`config.mk`:
```
export PLATFORM = sky130hd
export DESIGN_NAME = window_pixel_centroid_core_flat
export DESIGN_NICKNAME = d
export VERILOG_FILES = /design/src/sv/wpc_pkg.sv /design/src/sv/wpc_pixel_if.sv /design/src/sv/wpc_result_if.sv /design/src/sv/wpc_cfg_if.sv /design/src/sv/wpc_ctrl.sv /design/src/sv/wpc_datapath.sv /design/src/sv/window_pixel_centroid_core.sv /design/src/flat_wrapper.sv
export SDC_FILE = /design/constraint.sdc
export NUM_CORES = 1
export LEC_CHECK = 0
export ABC_AREA = 1
export BUFFER_PORTS_ARGS = -buffer_cell sky130_fd_sc_hd__buf_4
export CAP_MARGIN = 20
export CORE_ASPECT_RATIO = 0.9
export CORE_MARGIN = 3
export CORE_UTILIZATION = 45
export CTS_CLUSTER_DIAMETER = 80
export CTS_CLUSTER_SIZE = 12
export DETAILED_ROUTE_END_ITERATION = 8
export PLACE_DENSITY = 0.7
export SYNTH_ARGS = -nofsm -noshare
export SYNTH_HDL_FRONTEND = slang
export SYNTH_SLANG_ARGS = --single-unit
```
`constraint.sdc`:
```
create_clock -name clk -period 3.3 [get_ports clk]
set_input_delay 0.33 -clock clk [delete_from_list [all_inputs] [get_ports clk]]
set_output_delay 0.33 -clock clk [all_outputs]
set_load 0.005 [all_outputs]
```
`src/sv/wpc_pkg.sv`:
```
package wpc_pkg;

  localparam int COORD_BITS_DEF = 12;
  localparam int FRAC_BITS_DEF  = 4;

  localparam int VALUE_BITS = 8;
  localparam int REG_BITS   = 12;
  localparam int IDX_BITS   = 3;
  localparam int CENT_BITS  = 16;
  localparam int LIMIT_LOG  = 24;
  localparam int CNT_BITS   = LIMIT_LOG + 1;

  localparam logic [CNT_BITS-1:0] COUNT_LIMIT = CNT_BITS'(1) << LIMIT_LOG;

  localparam logic [REG_BITS-1:0] WIN_LEFT_RST   = REG_BITS'(0);
  localparam logic [REG_BITS-1:0] WIN_RIGHT_RST  = REG_BITS'(4095);
  localparam logic [REG_BITS-1:0] WIN_TOP_RST    = REG_BITS'(0);
  localparam logic [REG_BITS-1:0] WIN_BOTTOM_RST = REG_BITS'(4095);
  localparam logic [REG_BITS-1:0] EXCL_X_RST     = REG_BITS'(350);
  localparam logic [REG_BITS-1:0] EXCL_Y_RST     = REG_BITS'(1550);

  typedef enum logic [IDX_BITS-1:0] {
    REG_WIN_LEFT   = 3'd0,
    REG_WIN_RIGHT  = 3'd1,
    REG_WIN_TOP    = 3'd2,
    REG_WIN_BOTTOM = 3'd3,
    REG_EXCL_X     = 3'd4,
    REG_EXCL_Y     = 3'd5
  } wpc_reg_t;

  typedef enum logic [1:0] {
    ST_ACCUM,
    ST_DIVIDE,
    ST_FINISH
  } wpc_state_t;

  typedef struct packed {
    logic accum;
    logic load;
    logic step;
    logic emit;
  } wpc_cmd_t;

endpackage

```
`src/sv/wpc_pixel_if.sv`:
```
interface wpc_pixel_if #(
  parameter int COORD_BITS = wpc_pkg::COORD_BITS_DEF
);
  logic                            valid;
  logic                            ready;
  logic [wpc_pkg::VALUE_BITS-1:0]  pixel_value;
  logic [COORD_BITS-1:0]           pos_x;
  logic [COORD_BITS-1:0]           pos_y;
  logic                            frame_last;

  modport source (output valid, pixel_value, pos_x, pos_y, frame_last, input ready);
  modport sink   (input valid, pixel_value, pos_x, pos_y, frame_last, output ready);
endinterface

```
`src/sv/wpc_result_if.sv`:
```
interface wpc_result_if;
  logic                           valid;
  logic                           ready;
  logic                           found;
  logic [wpc_pkg::CENT_BITS-1:0]  centroid_x;
  logic [wpc_pkg::CENT_BITS-1:0]  centroid_y;
  logic [wpc_pkg::CNT_BITS-1:0]   pixel_total;

  modport source (output valid, found, centroid_x, centroid_y, pixel_total, input ready);
  modport sink   (input valid, found, centroid_x, centroid_y, pixel_total, output ready);
endinterface

```
`src/sv/wpc_cfg_if.sv`:
```
interface wpc_cfg_if;
  logic                          valid;
  logic                          ready;
  logic [wpc_pkg::IDX_BITS-1:0]  index;
  logic [wpc_pkg::REG_BITS-1:0]  data;

  modport source (output valid, index, data, input ready);
  modport sink   (input valid, index, data, output ready);
endinterface

```
`src/sv/wpc_ctrl.sv`:
```
module wpc_ctrl #(
  parameter int DIV_STEPS = wpc_pkg::COORD_BITS_DEF + wpc_pkg::LIMIT_LOG
                            + wpc_pkg::FRAC_BITS_DEF
) (
  input  logic              clk,
  input  logic              rst,
  input  logic              in_valid,
  input  logic              in_last,
  output logic              in_ready,
  input  logic              out_ready,
  output logic              out_valid,
  output wpc_pkg::wpc_cmd_t cmd
);

  localparam int STEP_BITS = $clog2(DIV_STEPS);
  localparam logic [STEP_BITS-1:0] STEP_LAST = STEP_BITS'(DIV_STEPS - 1);

  wpc_pkg::wpc_state_t  state, state_next;
  logic [STEP_BITS-1:0] step_cnt;
  logic                 accept;

  assign accept = in_valid && in_ready;

  always_comb begin
    state_next = state;
    case (state)
      wpc_pkg::ST_ACCUM: begin
        if (accept && in_last) state_next = wpc_pkg::ST_DIVIDE;
      end
      wpc_pkg::ST_DIVIDE: begin
        if (step_cnt == STEP_LAST) state_next = wpc_pkg::ST_FINISH;
      end
      wpc_pkg::ST_FINISH: begin
        if (!out_valid || out_ready) state_next = wpc_pkg::ST_ACCUM;
      end
      default: state_next = wpc_pkg::ST_ACCUM;
    endcase
  end

  always_comb begin
    in_ready  = 1'b0;
    cmd       = '0;
    case (state)
      wpc_pkg::ST_ACCUM: begin
        in_ready  = 1'b1;
        cmd.accum = accept;
        cmd.load  = accept && in_last;
      end
      wpc_pkg::ST_DIVIDE: begin
        cmd.step = 1'b1;
      end
      wpc_pkg::ST_FINISH: begin
        cmd.emit = !out_valid || out_ready;
      end
      default: begin
        in_ready = 1'b0;
      end
    endcase
  end

  always_ff @(posedge clk) begin
    if (rst) begin
      state     <= wpc_pkg::ST_ACCUM;
      step_cnt  <= '0;
      out_valid <= 1'b0;
    end else begin
      state <= state_next;
      if (cmd.load) step_cnt <= '0;
      else if (cmd.step) step_cnt <= step_cnt + STEP_BITS'(1);
      if (cmd.emit) out_valid <= 1'b1;
      else if (out_ready) out_valid <= 1'b0;
    end
  end

  a_step_bound: assert property (@(posedge clk) disable iff (rst)
    cmd.step |-> step_cnt <= STEP_LAST)
    else $error("divide step counter out of range");

  a_no_take_in_divide: assert property (@(posedge clk) disable iff (rst)
    cmd.step |-> !in_ready)
    else $error("input taken while dividing");

  a_emit_after_divide: assert property (@(posedge clk) disable iff (rst)
    $fell(cmd.step) |-> state == wpc_pkg::ST_FINISH)
    else $error("divide ended without finish");

endmodule

```
`src/sv/wpc_datapath.sv`:
```
module wpc_datapath #(
  parameter int COORD_BITS = wpc_pkg::COORD_BITS_DEF,
  parameter int FRAC_BITS  = wpc_pkg::FRAC_BITS_DEF
) (
  input  logic                           clk,
  input  logic                           rst,
  input  wpc_pkg::wpc_cmd_t              cmd,
  input  logic [wpc_pkg::VALUE_BITS-1:0] pixel_value,
  input  logic [COORD_BITS-1:0]          pos_x,
  input  logic [COORD_BITS-1:0]          pos_y,
  wpc_cfg_if.sink                        cfg,
  output logic                           found,
  output logic [wpc_pkg::CENT_BITS-1:0]  centroid_x,
  output logic [wpc_pkg::CENT_BITS-1:0]  centroid_y,
  output logic [wpc_pkg::CNT_BITS-1:0]   pixel_total
);

  localparam int CNT_BITS  = wpc_pkg::CNT_BITS;
  localparam int REG_BITS  = wpc_pkg::REG_BITS;
  localparam int CENT_BITS = wpc_pkg::CENT_BITS;
  localparam int SUM_BITS  = COORD_BITS + wpc_pkg::LIMIT_LOG;
  localparam int DIV_BITS  = SUM_BITS + FRAC_BITS;
  localparam int CMP_BITS  = (REG_BITS > COORD_BITS) ? REG_BITS : COORD_BITS;

  logic [REG_BITS-1:0] win_left, win_right, win_top, win_bottom, excl_x, excl_y;

  logic [SUM_BITS-1:0] sum_x, sum_y, sum_x_next, sum_y_next;
  logic [CNT_BITS-1:0] hit_count, hit_count_next;

  logic [DIV_BITS-1:0] div_x, div_y;
  logic [CNT_BITS-1:0] rem_x, rem_y, div_cnt;

  logic [CMP_BITS-1:0] x_c, y_c;
  logic                hit;
  logic [CNT_BITS:0]   rem_sh_x, rem_sh_y, diff_x, diff_y, cnt_ext;
  logic                ge_x, ge_y;
  logic [CENT_BITS-1:0] cent_x_sat, cent_y_sat;

  assign cfg.ready = 1'b1;

  always_ff @(posedge clk) begin
    if (rst) begin
      win_left   <= wpc_pkg::WIN_LEFT_RST;
      win_right  <= wpc_pkg::WIN_RIGHT_RST;
      win_top    <= wpc_pkg::WIN_TOP_RST;
      win_bottom <= wpc_pkg::WIN_BOTTOM_RST;
      excl_x     <= wpc_pkg::EXCL_X_RST;
      excl_y     <= wpc_pkg::EXCL_Y_RST;
    end else if (cfg.valid) begin
      case (cfg.index)
        wpc_pkg::REG_WIN_LEFT:   win_left   <= cfg.data;
        wpc_pkg::REG_WIN_RIGHT:  win_right  <= cfg.data;
        wpc_pkg::REG_WIN_TOP:    win_top    <= cfg.data;
        wpc_pkg::REG_WIN_BOTTOM: win_bottom <= cfg.data;
        wpc_pkg::REG_EXCL_X:     excl_x     <= cfg.data;
        wpc_pkg::REG_EXCL_Y:     excl_y     <= cfg.data;
        default: ;
      endcase
    end
  end

  always_comb begin
    x_c = CMP_BITS'(pos_x);
    y_c = CMP_BITS'(pos_y);
    hit = (pixel_value != '0)
          && (x_c >= CMP_BITS'(win_left)) && (x_c <= CMP_BITS'(win_right))
          && (y_c >= CMP_BITS'(win_top))  && (y_c <= CMP_BITS'(win_bottom))
          && ((x_c > CMP_BITS'(excl_x)) || (y_c < CMP_BITS'(excl_y)))
          && (hit_count < wpc_pkg::COUNT_LIMIT);
    sum_x_next     = hit ? sum_x + SUM_BITS'(pos_x) : sum_x;
    sum_y_next     = hit ? sum_y + SUM_BITS'(pos_y) : sum_y;
    hit_count_next = hit ? hit_count + CNT_BITS'(1) : hit_count;
  end

  always_ff @(posedge clk) begin
    if (rst) begin
      sum_x     <= '0;
      sum_y     <= '0;
      hit_count <= '0;
    end else if (cmd.load) begin
      sum_x     <= '0;
      sum_y     <= '0;
      hit_count <= '0;
    end else if (cmd.accum) begin
      sum_x     <= sum_x_next;
      sum_y     <= sum_y_next;
      hit_count <= hit_count_next;
    end
  end

  // restoring division, one quotient bit per cycle, both axes in step
  always_comb begin
    cnt_ext  = {1'b0, div_cnt};
    rem_sh_x = {rem_x, div_x[DIV_BITS-1]};
    rem_sh_y = {rem_y, div_y[DIV_BITS-1]};
    ge_x     = rem_sh_x >= cnt_ext;
    ge_y     = rem_sh_y >= cnt_ext;
    diff_x   = rem_sh_x - cnt_ext;
    diff_y   = rem_sh_y - cnt_ext;
    cent_x_sat = (|div_x[DIV_BITS-1:CENT_BITS]) ? '1 : div_x[CENT_BITS-1:0];
    cent_y_sat = (|div_y[DIV_BITS-1:CENT_BITS]) ? '1 : div_y[CENT_BITS-1:0];
  end

  always_ff @(posedge clk) begin
    if (cmd.load) begin
      div_x   <= DIV_BITS'(sum_x_next) << FRAC_BITS;
      div_y   <= DIV_BITS'(sum_y_next) << FRAC_BITS;
      rem_x   <= '0;
      rem_y   <= '0;
      div_cnt <= hit_count_next;
    end else if (cmd.step) begin
      div_x <= {div_x[DIV_BITS-2:0], ge_x};
      div_y <= {div_y[DIV_BITS-2:0], ge_y};
      rem_x <= ge_x ? diff_x[CNT_BITS-1:0] : rem_sh_x[CNT_BITS-1:0];
      rem_y <= ge_y ? diff_y[CNT_BITS-1:0] : rem_sh_y[CNT_BITS-1:0];
    end
  end

  always_ff @(posedge clk) begin
    if (cmd.emit) begin
      found       <= div_cnt != '0;
      pixel_total <= div_cnt;
      centroid_x  <= (div_cnt != '0) ? cent_x_sat : '0;
      centroid_y  <= (div_cnt != '0) ? cent_y_sat : '0;
    end
  end

  a_count_limit: assert property (@(posedge clk) disable iff (rst)
    hit_count <= wpc_pkg::COUNT_LIMIT)
    else $error("hit count past limit");

  a_clear_on_load: assert property (@(posedge clk) disable iff (rst)
    cmd.load |=> (hit_count == '0) && (sum_x == '0) && (sum_y == '0))
    else $error("accumulators not cleared at frame end");

  a_found_total: assert property (@(posedge clk) disable iff (rst)
    cmd.emit |=> found == (pixel_total != '0))
    else $error("found flag disagrees with total");

endmodule

```
`src/sv/window_pixel_centroid_core.sv`:
```
// Centroid of set pixels inside a configurable window.
// pix: one pixel per item (value, x, y, frame_last); taken one per cycle while
//   a frame streams in.
// res: one item per frame: found flag, centroid x/y with FRAC_BITS fraction
//   bits (truncated, saturated to 16 bits), and pixel count.
// cfg: register writes (index, data), always ready; write only while idle.
// Sequence: after the frame_last pixel is taken, the divider produces one
//   quotient bit per cycle for x and y together, then the result register
//   is loaded once any item still held in it has been taken.
// Throughput: one pixel per cycle inside a frame; pix.ready is low for the
//   divide and finish cycles after each frame_last pixel.
// Receiver stall: the result register holds its item; the next frame streams
//   in meanwhile, and its end waits until the held item is taken.
// Reset: window registers return to defaults, accumulators clear, res.valid
//   drops.
module window_pixel_centroid_core #(
  parameter int COORD_BITS = wpc_pkg::COORD_BITS_DEF,
  parameter int FRAC_BITS  = wpc_pkg::FRAC_BITS_DEF
) (
  input  logic       clk,
  input  logic       rst,
  wpc_pixel_if.sink  pix,
  wpc_result_if.source res,
  wpc_cfg_if.sink    cfg
);

  localparam int DIV_STEPS = COORD_BITS + wpc_pkg::LIMIT_LOG + FRAC_BITS;

  wpc_pkg::wpc_cmd_t cmd;

  wpc_ctrl #(
    .DIV_STEPS (DIV_STEPS)
  ) u_ctrl (
    .clk       (clk),
    .rst       (rst),
    .in_valid  (pix.valid),
    .in_last   (pix.frame_last),
    .in_ready  (pix.ready),
    .out_ready (res.ready),
    .out_valid (res.valid),
    .cmd       (cmd)
  );

  wpc_datapath #(
    .COORD_BITS (COORD_BITS),
    .FRAC_BITS  (FRAC_BITS)
  ) u_datapath (
    .clk         (clk),
    .rst         (rst),
    .cmd         (cmd),
    .pixel_value (pix.pixel_value),
    .pos_x       (pix.pos_x),
    .pos_y       (pix.pos_y),
    .cfg         (cfg),
    .found       (res.found),
    .centroid_x  (res.centroid_x),
    .centroid_y  (res.centroid_y),
    .pixel_total (res.pixel_total)
  );

endmodule

```
`src/flat_wrapper.sv`:
```
// flat-port wrapper written by rule: the top's interface ports become plain ports
module window_pixel_centroid_core_flat 
#(
  parameter int COORD_BITS = wpc_pkg::COORD_BITS_DEF,
  parameter int FRAC_BITS  = wpc_pkg::FRAC_BITS_DEF
)
  (clk, rst, pix_valid, pix_pixel_value, pix_pos_x, pix_pos_y, pix_frame_last, pix_ready, res_valid, res_found, res_centroid_x, res_centroid_y, res_pixel_total, res_ready, cfg_valid, cfg_index, cfg_data, cfg_ready);
  wpc_pixel_if #(.COORD_BITS(COORD_BITS)) pix_i ();
  wpc_result_if res_i ();
  wpc_cfg_if cfg_i ();
  input  logic clk;
  input  logic rst;
  input wire logic [$bits(pix_i.valid)-1:0] pix_valid;
  input wire logic [$bits(pix_i.pixel_value)-1:0] pix_pixel_value;
  input wire logic [$bits(pix_i.pos_x)-1:0] pix_pos_x;
  input wire logic [$bits(pix_i.pos_y)-1:0] pix_pos_y;
  input wire logic [$bits(pix_i.frame_last)-1:0] pix_frame_last;
  output wire logic [$bits(pix_i.ready)-1:0] pix_ready;
  output wire logic [$bits(res_i.valid)-1:0] res_valid;
  output wire logic [$bits(res_i.found)-1:0] res_found;
  output wire logic [$bits(res_i.centroid_x)-1:0] res_centroid_x;
  output wire logic [$bits(res_i.centroid_y)-1:0] res_centroid_y;
  output wire logic [$bits(res_i.pixel_total)-1:0] res_pixel_total;
  input wire logic [$bits(res_i.ready)-1:0] res_ready;
  input wire logic [$bits(cfg_i.valid)-1:0] cfg_valid;
  input wire logic [$bits(cfg_i.index)-1:0] cfg_index;
  input wire logic [$bits(cfg_i.data)-1:0] cfg_data;
  output wire logic [$bits(cfg_i.ready)-1:0] cfg_ready;
  assign pix_i.valid = pix_valid;
  assign pix_i.pixel_value = pix_pixel_value;
  assign pix_i.pos_x = pix_pos_x;
  assign pix_i.pos_y = pix_pos_y;
  assign pix_i.frame_last = pix_frame_last;
  assign pix_ready = pix_i.ready;
  assign res_valid = res_i.valid;
  assign res_found = res_i.found;
  assign res_centroid_x = res_i.centroid_x;
  assign res_centroid_y = res_i.centroid_y;
  assign res_pixel_total = res_i.pixel_total;
  assign res_i.ready = res_ready;
  assign cfg_i.valid = cfg_valid;
  assign cfg_i.index = cfg_index;
  assign cfg_i.data = cfg_data;
  assign cfg_ready = cfg_i.ready;
  window_pixel_centroid_core #(.COORD_BITS(COORD_BITS), .FRAC_BITS(FRAC_BITS)) u_core (.clk(clk), .rst(rst), .pix(pix_i), .res(res_i), .cfg(cfg_i));
endmodule
```
Yosys cells after proc, flatten, opt, wreduce, memory -nomap -nowiden
Cells that the tools add are included.
{"block": "classes", "mux": 21, "eq_ne": 11, "addsub": 6, "reduce_logical": 27, "magnitude_cmp": 9}
{"op": "40-bit two-way mux", "n": 4}
{"op": "25-bit two-way mux", "n": 3}
{"op": "36-bit by 12-bit adder with 36-bit output", "n": 2}
{"op": "36-bit two-way mux", "n": 2}
{"op": "26-bit by 25-bit >= comparator with 1-bit output", "n": 2}
{"op": "25-bit subtractor", "n": 2}
{"op": "24-bit OR reduction", "n": 2}
{"op": "16-bit two-way mux", "n": 2}
{"op": "25-bit by 1-bit adder with 25-bit output, second input constant", "n": 1}
{"op": "25-bit less-than comparator, second input constant", "n": 1}
{"op": "25-bit nonzero test", "n": 1}
{"op": "12-bit >= comparator", "n": 2}
{"op": "12-bit less-or-equal comparator", "n": 2}
{"op": "12-bit > comparator", "n": 1}
{"op": "12-bit less-than comparator", "n": 1}
{"op": "2-bit AND reduction", "n": 6}
{"op": "1-bit logical AND", "n": 8}
{"op": "2-bit two-way mux", "n": 4}
{"op": "8-bit nonzero test", "n": 1}
{"op": "6-bit by 1-bit adder with 6-bit output, second input constant", "n": 1}
{"op": "3-bit by 2-bit == test with 1-bit output, second input constant", "n": 2}
{"op": "3-bit == test, second input constant", "n": 2}
{"op": "6-bit == test, second input constant", "n": 1}
{"op": "2-bit inequality test, second input constant", "n": 3}
{"op": "12 further kinds", "n": 18}
{"block": "word_totals", "inputBits": 53, "wordCells": 97, "ff_bits": 391}

Logic depth before layout (Yosys ltp)
Gate-level depths: netlist of run 1.
{"block": "logic_depth", "word_depth": 9, "mapped_depth": 19}

Hierarchy
From an unflattened synthesis of run 1, not the netlist that was laid out.
{"block": "unflattened", "cells_unflattened": 3703, "hier_area_um2": 25393.1}
{"mod": "wpc_datapath", "area_per_inst_um2": 24952.7, "cells_each": 3643, "instances": 1}
{"mod": "wpc_ctrl", "area_per_inst_um2": 440.4, "cells_each": 60, "instances": 1}

Least setup slack after synthesis of run 1
Ideal clock, no wire load.
{"block": "synth_timing", "kind": "reg-to-reg", "startpoint": "register u_core.u_ctrl.state[1]", "endpoint": "register u_core.u_datapath.div_x[10], enable pin", "setup_slack_ns": -0.280, "period_less_slack_ns": 3.580, "path_buffers": 1, "stages_incl_launch_ff": 7, "t_arrival_ns": 3.117, "cell_sequence": "dfxtp_1 -> nor2_1 -> nand2_1 -> inv_2 -> nand2_1 -> nand2_1 -> clkbuf_1"}
{"block": "synth_via", "elab_chain_cells": 6, "elab_cells_between_ends": 8, "cone_classes": "eq/ne (1); mux (3); reduce/logical (4)"}
{"item": "start, declared", "line_no": "wpc_ctrl.sv:18", "text": "wpc_pkg::wpc_state_t state, state_next;"}
{"item": "start signal, assigned", "line_no": "wpc_ctrl.sv:63", "text": "state <= wpc_pkg::ST_ACCUM;"}
{"item": "start signal, assigned", "line_no": "wpc_ctrl.sv:67", "text": "state <= state_next;"}
{"item": "2-bit zero test", "line_no": "wpc_ctrl.sv:43", "text": "case (state)"}
{"item": "1-bit two-way mux", "line_no": "wpc_ctrl.sv:43"}
{"item": "net pix_ready", "line_no": "flat_wrapper.sv:18", "text": "output wire logic [$bits(pix_i.ready)-1:0] pix_ready;"}
{"item": "1-bit logical AND", "line_no": "wpc_ctrl.sv:22", "text": "assign accept = in_valid && in_ready;"}
{"item": "1-bit logical AND", "line_no": "wpc_ctrl.sv:47", "text": "cmd.load = accept && in_last;"}
{"item": "2-bit two-way mux", "line_no": "wpc_ctrl.sv:43"}
{"item": "2-bit nonzero test (no line)"}
{"item": "end signal, assigned", "line_no": "wpc_datapath.sv:106", "text": "div_x <= DIV_BITS'(sum_x_next) << FRAC_BITS;"}
{"item": "end signal, assigned", "line_no": "wpc_datapath.sv:112", "text": "div_x <= {div_x[DIV_BITS-2:0], ge_x};"}
{"item": "end, declared", "line_no": "wpc_datapath.sv:30", "text": "logic [DIV_BITS-1:0] div_x, div_y;"}
The timed path passes the listed nets, and every way through them passes these cells.
A chain may end at the register's enable or synchronous reset.

Final worst setup path of run 1
{"block": "layout_timing", "startpoint": "register u_core.u_datapath.win_left[11]", "endpoint": "register u_core.u_datapath.div_x[23] (data pin)"}
{"block": "layout_via", "elab_chain_cells": 9}
{"item": "start, declared", "line_no": "wpc_datapath.sv:25", "text": "logic [REG_BITS-1:0] win_left, win_right, win_top, win_bottom, excl_x, excl_y;"}
{"item": "start signal, assigned", "line_no": "wpc_datapath.sv:43", "text": "win_left <= wpc_pkg::WIN_LEFT_RST;"}
{"item": "start signal, assigned", "line_no": "wpc_datapath.sv:51", "text": "wpc_pkg::REG_WIN_LEFT: win_left <= cfg.data;"}
{"item": "12-bit >= comparator", "line_no": "wpc_datapath.sv:66", "text": "&& (x_c >= CMP_BITS'(win_left)) && (x_c <= CMP_BITS'(win_right))"}
{"item": "1-bit logical AND (2 in a row)", "line_no": "wpc_datapath.sv:66"}
{"item": "1-bit logical AND (2 in a row)", "line_no": "wpc_datapath.sv:67", "text": "&& (y_c >= CMP_BITS'(win_top)) && (y_c <= CMP_BITS'(win_bottom))"}
{"item": "1-bit logical AND", "line_no": "wpc_datapath.sv:68", "text": "&& ((x_c > CMP_BITS'(excl_x)) || (y_c < CMP_BITS'(excl_y)))"}
{"item": "1-bit logical AND", "line_no": "wpc_datapath.sv:69", "text": "&& (hit_count < wpc_pkg::COUNT_LIMIT);"}
{"item": "36-bit two-way mux", "line_no": "wpc_datapath.sv:70", "text": "sum_x_next = hit ? sum_x + SUM_BITS'(pos_x) : sum_x;"}
{"item": "40-bit two-way mux", "line_no": "wpc_datapath.sv:105", "text": "if (cmd.load) begin"}
Every way passes these cells.

==> results.md, run 1 <==
* Peak Freq at 363.2 MHz
* Share of layout cells above drive strength 1 at 5.754%
* Yosys warnings at 0
* Pwr Density at 569.7 nW/um^2
* Setup Slack @ Placement at 0.4441 ns
* Post-synthesis mux area share at 0%
* Grt total ovfl at 0
* Largest family of logic cells by synthesized area: simple AND/OR/NAND/NOR gates
* Clock latency on the worst-skew pair at 0.57 ns
* Min-delay worst type: in2reg
* Worst slew pin tran at 1.001 ns
* Sequential share of power at 37.9%
* Max Clock Skew at 0.02071 ns
* Avg Inst Size Synth at 6.792 sq um
* Arrival time worst endpoint at 3.18 ns
* Tcrit/Tclk final at 83.44%
* Setup Fix Bufs, Post-CTS at 0
* # hold bufs at CTS at 0
* Vias in the first global route at 21496
* Outcome: completed
* Pin count of the biggest net entering global routing at 128
* Pint at 9.969 mW
* Area grow syn2layout at 11.72%
* Reg2Reg Depth at 15
* Critical setup path kind: reg2reg
* Clk buf depth at 3
* Antenna Nets Post-Route at 0
* Post-Synth Adder-Cell Area at 7.628%
* Root buffer cell: clkbuf_16
* Initial Util at 45.89%
* Worst setup path start: u_core.u_datapath.win_left[11]$_SDFFE_PP0P_
* Max-slew violations at 0
* RSZ-0062 raised after global routing: false
* Drt drc at 0
* Via count at 23737
* Max cap viols at 0
* CTS tree: yes
* Rel. slew slack at 33.29%
* Vias per Instance at 5.213
* Top cells by area, synth: dfxtp_1, nand2_1, edfxtp_1
* Startpoint type of the worst setup path: flop
* Comb power frac at 34.6%
* Post-route setup slack at 0.5464 ns
* Num CTS Buffers at 39
* Yosys cell types at 47
* Reg2reg start: u_core.u_datapath.win_left[11]$_SDFFE_PP0P_
* Most common cell after layout, fill and taps aside: nand2_1
* DP HPWL at 53470 microns
* Setup TNS at 0 ns
* Number of cells upsized or downsized after cts at 0
* Die Width at 255.3 microns
* Core area at 54830 sq um
* H-tree Lvls at 2
* DRT Wirelength at 72970 microns
* Row count at 81
* Initial DRC Count at 2328
* Register-to-Register Setup Slack at 0.55 ns
* Wire length per cell at 16.03 microns
* Worst setup path endpoint: u_core.u_datapath.div_x[23]$_DFFE_PP_
* Finish-stage setup viols at 0
* RePlAce Congestion at 0.9744
* Synth Area in Simple Gates at 32.00%
* Post-synth top area cell: dfxtp_1
* Psw at 6.045 mW
* Reg-to-reg endpoint: u_core.u_datapath.div_x[23]$_DFFE_PP_
* Sequential share of the synthesized area at 37.27%
* Post-synthesis xor/xnor area fraction at 3.063%
* Most frequent cells in the layout: nand2_1, inv_1, nand3_1
* Initial antenna violation count at 1
* Die height at 230.3 microns
* Netlist Area Pre-Place at 25160 sq um
* Synth Area in Compound Gates at 10.00%
* Nets at 3984
* Overall Global Routing Usage at 24.72%
* Final Hold Fails at 0
* IO buf count at 112
* Clock power share at 27.5%
* CP max FO at 21
* Synthesized flop and latch total at 391
* Lkg Pwr at 13.85 nW
* Net Sw Frac at 37.75%
* Fin crit period at 2.754 ns
* Synthesized Nets at 3909
* Synth Instances at 3705
* Die area at 58800 sq um
* Clock sink total at 391
* Inserted Diodes at 0
* Max VDD drop at 0.0003643 V
* IO Pins at 114
* Critical path capture point type: flop
* DRT Pass-1 Iters at 6
* First-pass GRT wire length at 116800 microns
* CTS clock-pin slew for the worst setup and hold paths at 0.06 ns
* Critical Path RT at 3.73 ns
* Synth top area share at 18.78%
## sequential cells by signal, summed over array words and instances, names as in the netlist, 16 cells and up
register                       count
u_core.u_datapath.div_x           40
u_core.u_datapath.rem_x           25
u_core.u_datapath.sum_x           36
u_core.u_datapath.div_y           40
u_core.u_datapath.centroid_x      16
u_core.u_datapath.sum_y           36
u_core.u_datapath.rem_y           25
u_core.u_datapath.pixel_total     25
u_core.u_datapath.centroid_y      16
u_core.u_datapath.div_cnt         25
u_core.u_datapath.hit_count       25
## cell usage after synthesis (all sizes together)
cell type / number
o22ai: 3
o41ai: 1
nand2: 1257
clkbuf: 60
edfxtp: 155
a22oi: 6
xnor2: 23
a21o: 10
o21a: 2
nand4: 49
nor3b: 5
fa: 4
buf: 59
xor2: 65
or3b: 1
and3b: 1
dfxtp: 236
a21boi: 9
a211oi: 1
inv: 530
ha: 147
and2: 4
a21oi: 253
or2: 7
nand3: 271
nor4: 25
o21ai: 143
and3: 2
nand3b: 6
nor3: 59
conb: 1
clkinv: 2
o211ai: 35
o21bai: 4
nor2: 269
## kinds of logic after synthesis
family,count (synthesis)
and+or+nand+nor,1956
buffers and inverters,651
AOI/OAI and AO/OA,467
DFF,391
adders and majority gates,151
xor gates and xnor gates,88
other,1
## metrics by stage
| step | hold slack, ns | instance area [sq um] | util, % | power (mW) | instances |
|---|---|---|---|---|---|
| final | 0.04740 | 28110 | 51.27 | 16.01 | 4553 |
| after floorplan | 0.4264 | 25170 | - | 10.08 | 3705 |
| after global routing | 0.03971 | 28110 | 51.27 | 17.11 | 4553 |
| after detailed placement | 0.4354 | 26920 | 49.09 | 11.61 | 4486 |
| after CTS | 0.01647 | 28110 | 51.27 | 16.03 | 4553 |
| after global placement | 0.4283 | 26920 | 49.09 | 11.57 | 4486 |
## worst min-delay path by stage
stage / from / end / slack [ns] / cells past startpoint
after CTS: cfg_data[0] / u_core.u_datapath.win_right[0]$_SDFFE_PP1P_ / 0.02 / 3
after global placement: u_core.u_datapath.div_cnt[5]$_DFFE_PP_ / u_core.u_datapath.pixel_total[5]$_DFFE_PP_ / 0.43 / 0
after global routing: cfg_data[0] / u_core.u_datapath.win_bottom[0]$_SDFFE_PP1P_ / 0.04 / 3
after detailed placement: u_core.u_datapath.div_cnt[7]$_DFFE_PP_ / u_core.u_datapath.pixel_total[7]$_DFFE_PP_ / 0.44 / 0
final: cfg_data[0] / u_core.u_datapath.win_right[0]$_SDFFE_PP1P_ / 0.05 / 3
after floorplan: u_core.u_datapath.div_cnt[11]$_DFFE_PP_ / u_core.u_datapath.pixel_total[11]$_DFFE_PP_ / 0.43 / 0
## power groups by stage
stage / Clock, mW / Sequential (mW) / Combinational (mW)
2_1_floorplan: 0 / 6.00 / 4.08
3_3_place_gp: 0 / 6.15 / 5.42
3_5_place_dp: 0 / 6.16 / 5.45
4_1_cts: 4.50 / 6.06 / 5.48
5_1_grt: 4.68 / 6.14 / 6.29
6_report: 4.40 / 6.07 / 5.54
## metal layers
| metal | GRT usage (%) | part of all wire [%] | up-vias |
|---|---|---|---|
| li1 | - | - | 12053 |
| met1 | 37.80 | 48 | 10775 |
| met2 | 36.12 | 42 | 815 |
| met3 | 3.808 | 7.7 | 92 |
| met4 | 6.217 | 2.2 | 2 |
| met5 | 0 | 0.012 | - |
## final cells by class
class	instances	area, sq um
fillers	5449	26720
repair buffers	153	1286
flip-flops and latches	391	9379
inverters	532	1999
well taps	747	934.6
clock buffers	62	1104
multi-input cells	2663	13320
clock inverters	5	92.59
## worst max-delay path, cell delays in order (launching register included)
cell and delay [ns]:
dfxtp_1 0.31, inv_1 0.05, ha_1 0.29, nand2_1 0.07
nor2_1 0.15, nand2_1 0.09, nor2_1 0.11, nand2_1 0.10
a21boi_1 0.23, nand4_1 0.18, nor2_4 0.35, buf_4 0.35
nand2_1 0.12, nand2_1 0.08, nand2_1 0.05, nand2_1 0.08
Note: power is estimated with default switching activity, not from simulation.
==> inputs of run 2 (changes only) <==
Clock period 3.3 ns to 2.46 ns, I/O delays scaled along.
==> results.md, run 2 (synthesis results as in run 1) <==
* Inserted Diodes at 0 (unchanged)
* Wire length per cell at 16.55 microns (+3.2%)
* Row count at 81 (unchanged)
* Rel. slew slack at 29.88% (-3.4 points)
* Clk buf depth at 3 (unchanged)
* Max VDD drop at 0.0004889 V (+34%)
* Net Sw Frac at 37.70% (-0.049 points)
* Worst slew pin tran at 1.052 ns (+0.05109 ns)
* Arrival time worst endpoint at 2.94 ns (-0.24 ns)
* Num CTS Buffers at 39 (unchanged)
* Max-slew violations at 0 (unchanged)
* CP max FO at 5 (-76%)
* Initial Util at 45.89% (unchanged)
* First-pass GRT wire length at 118700 microns (+1.6%)
* Critical path capture point type: flop
* DP HPWL at 54720 microns (+2.3%)
* Max cap viols at 0 (unchanged)
* Final Hold Fails at 0 (unchanged)
* Via count at 25107 (+5.8%)
* DRT Pass-1 Iters at 7 (+1)
* Comb power frac at 40.5% (+5.9 points)
* Pwr Density at 761.5 nW/um^2 (+34%)
* Antenna Nets Post-Route at 0 (unchanged)
* Min-delay worst type: in2reg
* Share of layout cells above drive strength 1 at 16.28% (+11 points)
* Max Clock Skew at 0.03313 ns (+0.01242 ns)
* Pin count of the biggest net entering global routing at 117 (-8.6%)
* Area grow syn2layout at 23.86%
* Peak Freq at 404.0 MHz (+11%)
* RSZ-0062 raised after global routing: true
* Grt met3 use at 3.909% (+0.10 points)
* Placed insts at 4621 (+3.0%)
* Die height at 230.3 microns (unchanged)
* Design Area, Final at 31170 sq um (+11%)
* Most frequent cells in the layout: nand2_1, inv_1, buf_4
* Nets at 4181 (+4.9%)
* Area after DPL at 28070 sq um (+4.3%)
* DRT Wirelength at 78630 microns (+7.8%)
* Initial DRC Count at 2376 (+2.1%)
* Fin cells at 4752 (+4.4%)
* CTS tree: yes
* Setup Slack @ Placement at -0.09070 ns (-0.5348 ns)
* Vias in the first global route at 22205 (+3.3%)
* Lkg Pwr at 15.40 nW (+11%)
* Startpoint type of the worst setup path: flop
* Outcome: finished with violations
* IO buf count at 112 (unchanged)
* Die Width at 255.3 microns (unchanged)
* Met2 Usage GRT at 37.72% (+1.6 points)
* Psw at 8.947 mW (+48%)
* Drt drc at 0 (unchanged)
* Most common cell after layout, fill and taps aside: nand2_1
* Clock sink total at 391 (unchanged)
* Vias per Instance at 5.283 (+1.3%)
* Grt total ovfl at 0 (unchanged)
* Design Power at 23.73 mW (+48%)
* Failing checks: negative setup slack
* Critical setup path kind: reg2reg
* Pint at 14.78 mW (+48%)
* GR Util met1 at 37.75% (-0.053 points)
* Clock latency on the worst-skew pair at 0.59 ns (+0.02 ns)
* Critical Path RT at 2.93 ns (-0.80 ns)
* RePlAce Congestion at 1.017 (+4.4%)
* IO Pins at 114 (unchanged)
* Die area at 58800 sq um (unchanged)
* Initial antenna violation count at 0 (-1)
* Core area at 54830 sq um (unchanged)
* Finish-stage setup viols at 4 (+4)
* Clock power share at 25.0% (-2.5 points)
* Root buffer cell: clkbuf_16
* Biggest regs: u_core.u_datapath.div_x (40), u_core.u_datapath.div_y (40)
* GR peak layer: met1
* Tcrit/Tclk final at 100.6% (+17 points)
* Overall Global Routing Usage at 25.22% (+0.51 points)
* H-tree Lvls at 2 (unchanged)
* Post-route setup slack at -0.01554 ns (-0.5619 ns)
* Sequential share of power at 34.4% (-3.5 points)
* CTS clock-pin slew for the worst setup and hold paths at 0.06 ns (about the same)
* Fin crit period at 2.476 ns (-0.2781 ns)
[run 2: cell types whose count changed in the layout (fill, tap and decap cells not counted), sizes merged]
cell / change
clkbuf: +9
dlygate4sd3: +14
inv: +2
clkinvlp: -1
clkinv: +1
buf: +174
[run 2: area by class of cell]
type / count / area (sq um)
sequential: 391 / 9383
clock inverter: 7 / 117.6
timing repair buffer: 350 / 3274
inverter: 532 / 1999
fill: 5120 / 23660
multi-input combinational: 2663 / 14390
tap: 747 / 934.6
clock buffer: 62 / 1072
[run 2: critical path, cell delays in order (launching register included)]
cell	delay [ns]
dfxtp_2	0.33
inv_2	0.05
ha_4	0.27
nand2_4	0.05
nor2_4	0.12
nand2_2	0.07
nor2_1	0.09
nand2_1	0.09
a21boi_2	0.19
nand4_1	0.17
nor2_4	0.17
buf_12	0.16
clkbuf_16	0.18
clkbuf_16	0.17
nand2_4	0.06
nand2_2	0.07
nand2_1	0.05
nand2_1	0.06
[run 2: path summary, 6_finish.rpt]
path / startpoint / end / slack [ns] / depth (start not counted)
worst max-delay path: u_core.u_datapath.win_left[9]$_SDFFE_PP0P_ / u_core.u_datapath.div_x[19]$_DFFE_PP_ / -0.02 / 17
worst min-delay path: cfg_index[1] / u_core.u_datapath.win_right[0]$_SDFFE_PP1P_ / 0.03 / 5
worst max register to register: u_core.u_datapath.win_left[9]$_SDFFE_PP0P_ / u_core.u_datapath.div_x[19]$_DFFE_PP_ / -0.02 / 17
worst min register to register: u_core.u_datapath.excl_y[7]$_SDFFE_PP0P_ / u_core.u_datapath.excl_y[7]$_SDFFE_PP0P_ / 0.46 / 2
[run 2: power groups by stage]
stage                     Combinational, mW  Clock [mW]  Sequential (mW)
final                                  9.61        5.94             8.17
after global routing                   10.7        6.28             8.25
after CTS                              8.47        6.03             8.11
after detailed placement               8.34           0             8.24
after global placement                 8.26           0             8.24
after floorplan                        5.47           0             8.05
[run 2: what timing repair did]
item,4_1_cts,5_1_grt
pin swaps,3,81
resized for setup,6,322
hold buffers,14,0
endpoints found under the setup margin,13,245
cloned,2,10
hold endpoints to repair,42,0
buffers inserted,2,34
[run 2: per-stage QoR]
| step | hold WS (ns) | util, % | TNS [ns] |
|---|---|---|---|
| 3_3_place_gp | 0.4454 | 51.19 | -0.06902 |
| 5_1_grt | 0.07868 | 56.84 | -14.76 |
| 6_report | 0.02739 | 56.84 | -0.03218 |
| 4_1_cts | 0.003384 | 53.79 | -0.1171 |
| 2_1_floorplan | 0.3457 | - | 0 |
| 3_5_place_dp | 0.4496 | 51.19 | -0.4350 |
[run 2: per-layer routing]
layer  wire length (microns)  part of all wire, %
met3                    6055                  7.7
met1                   36990                   47
met2                   33710                   43
met4                    1870                  2.4
met5                       0                    0
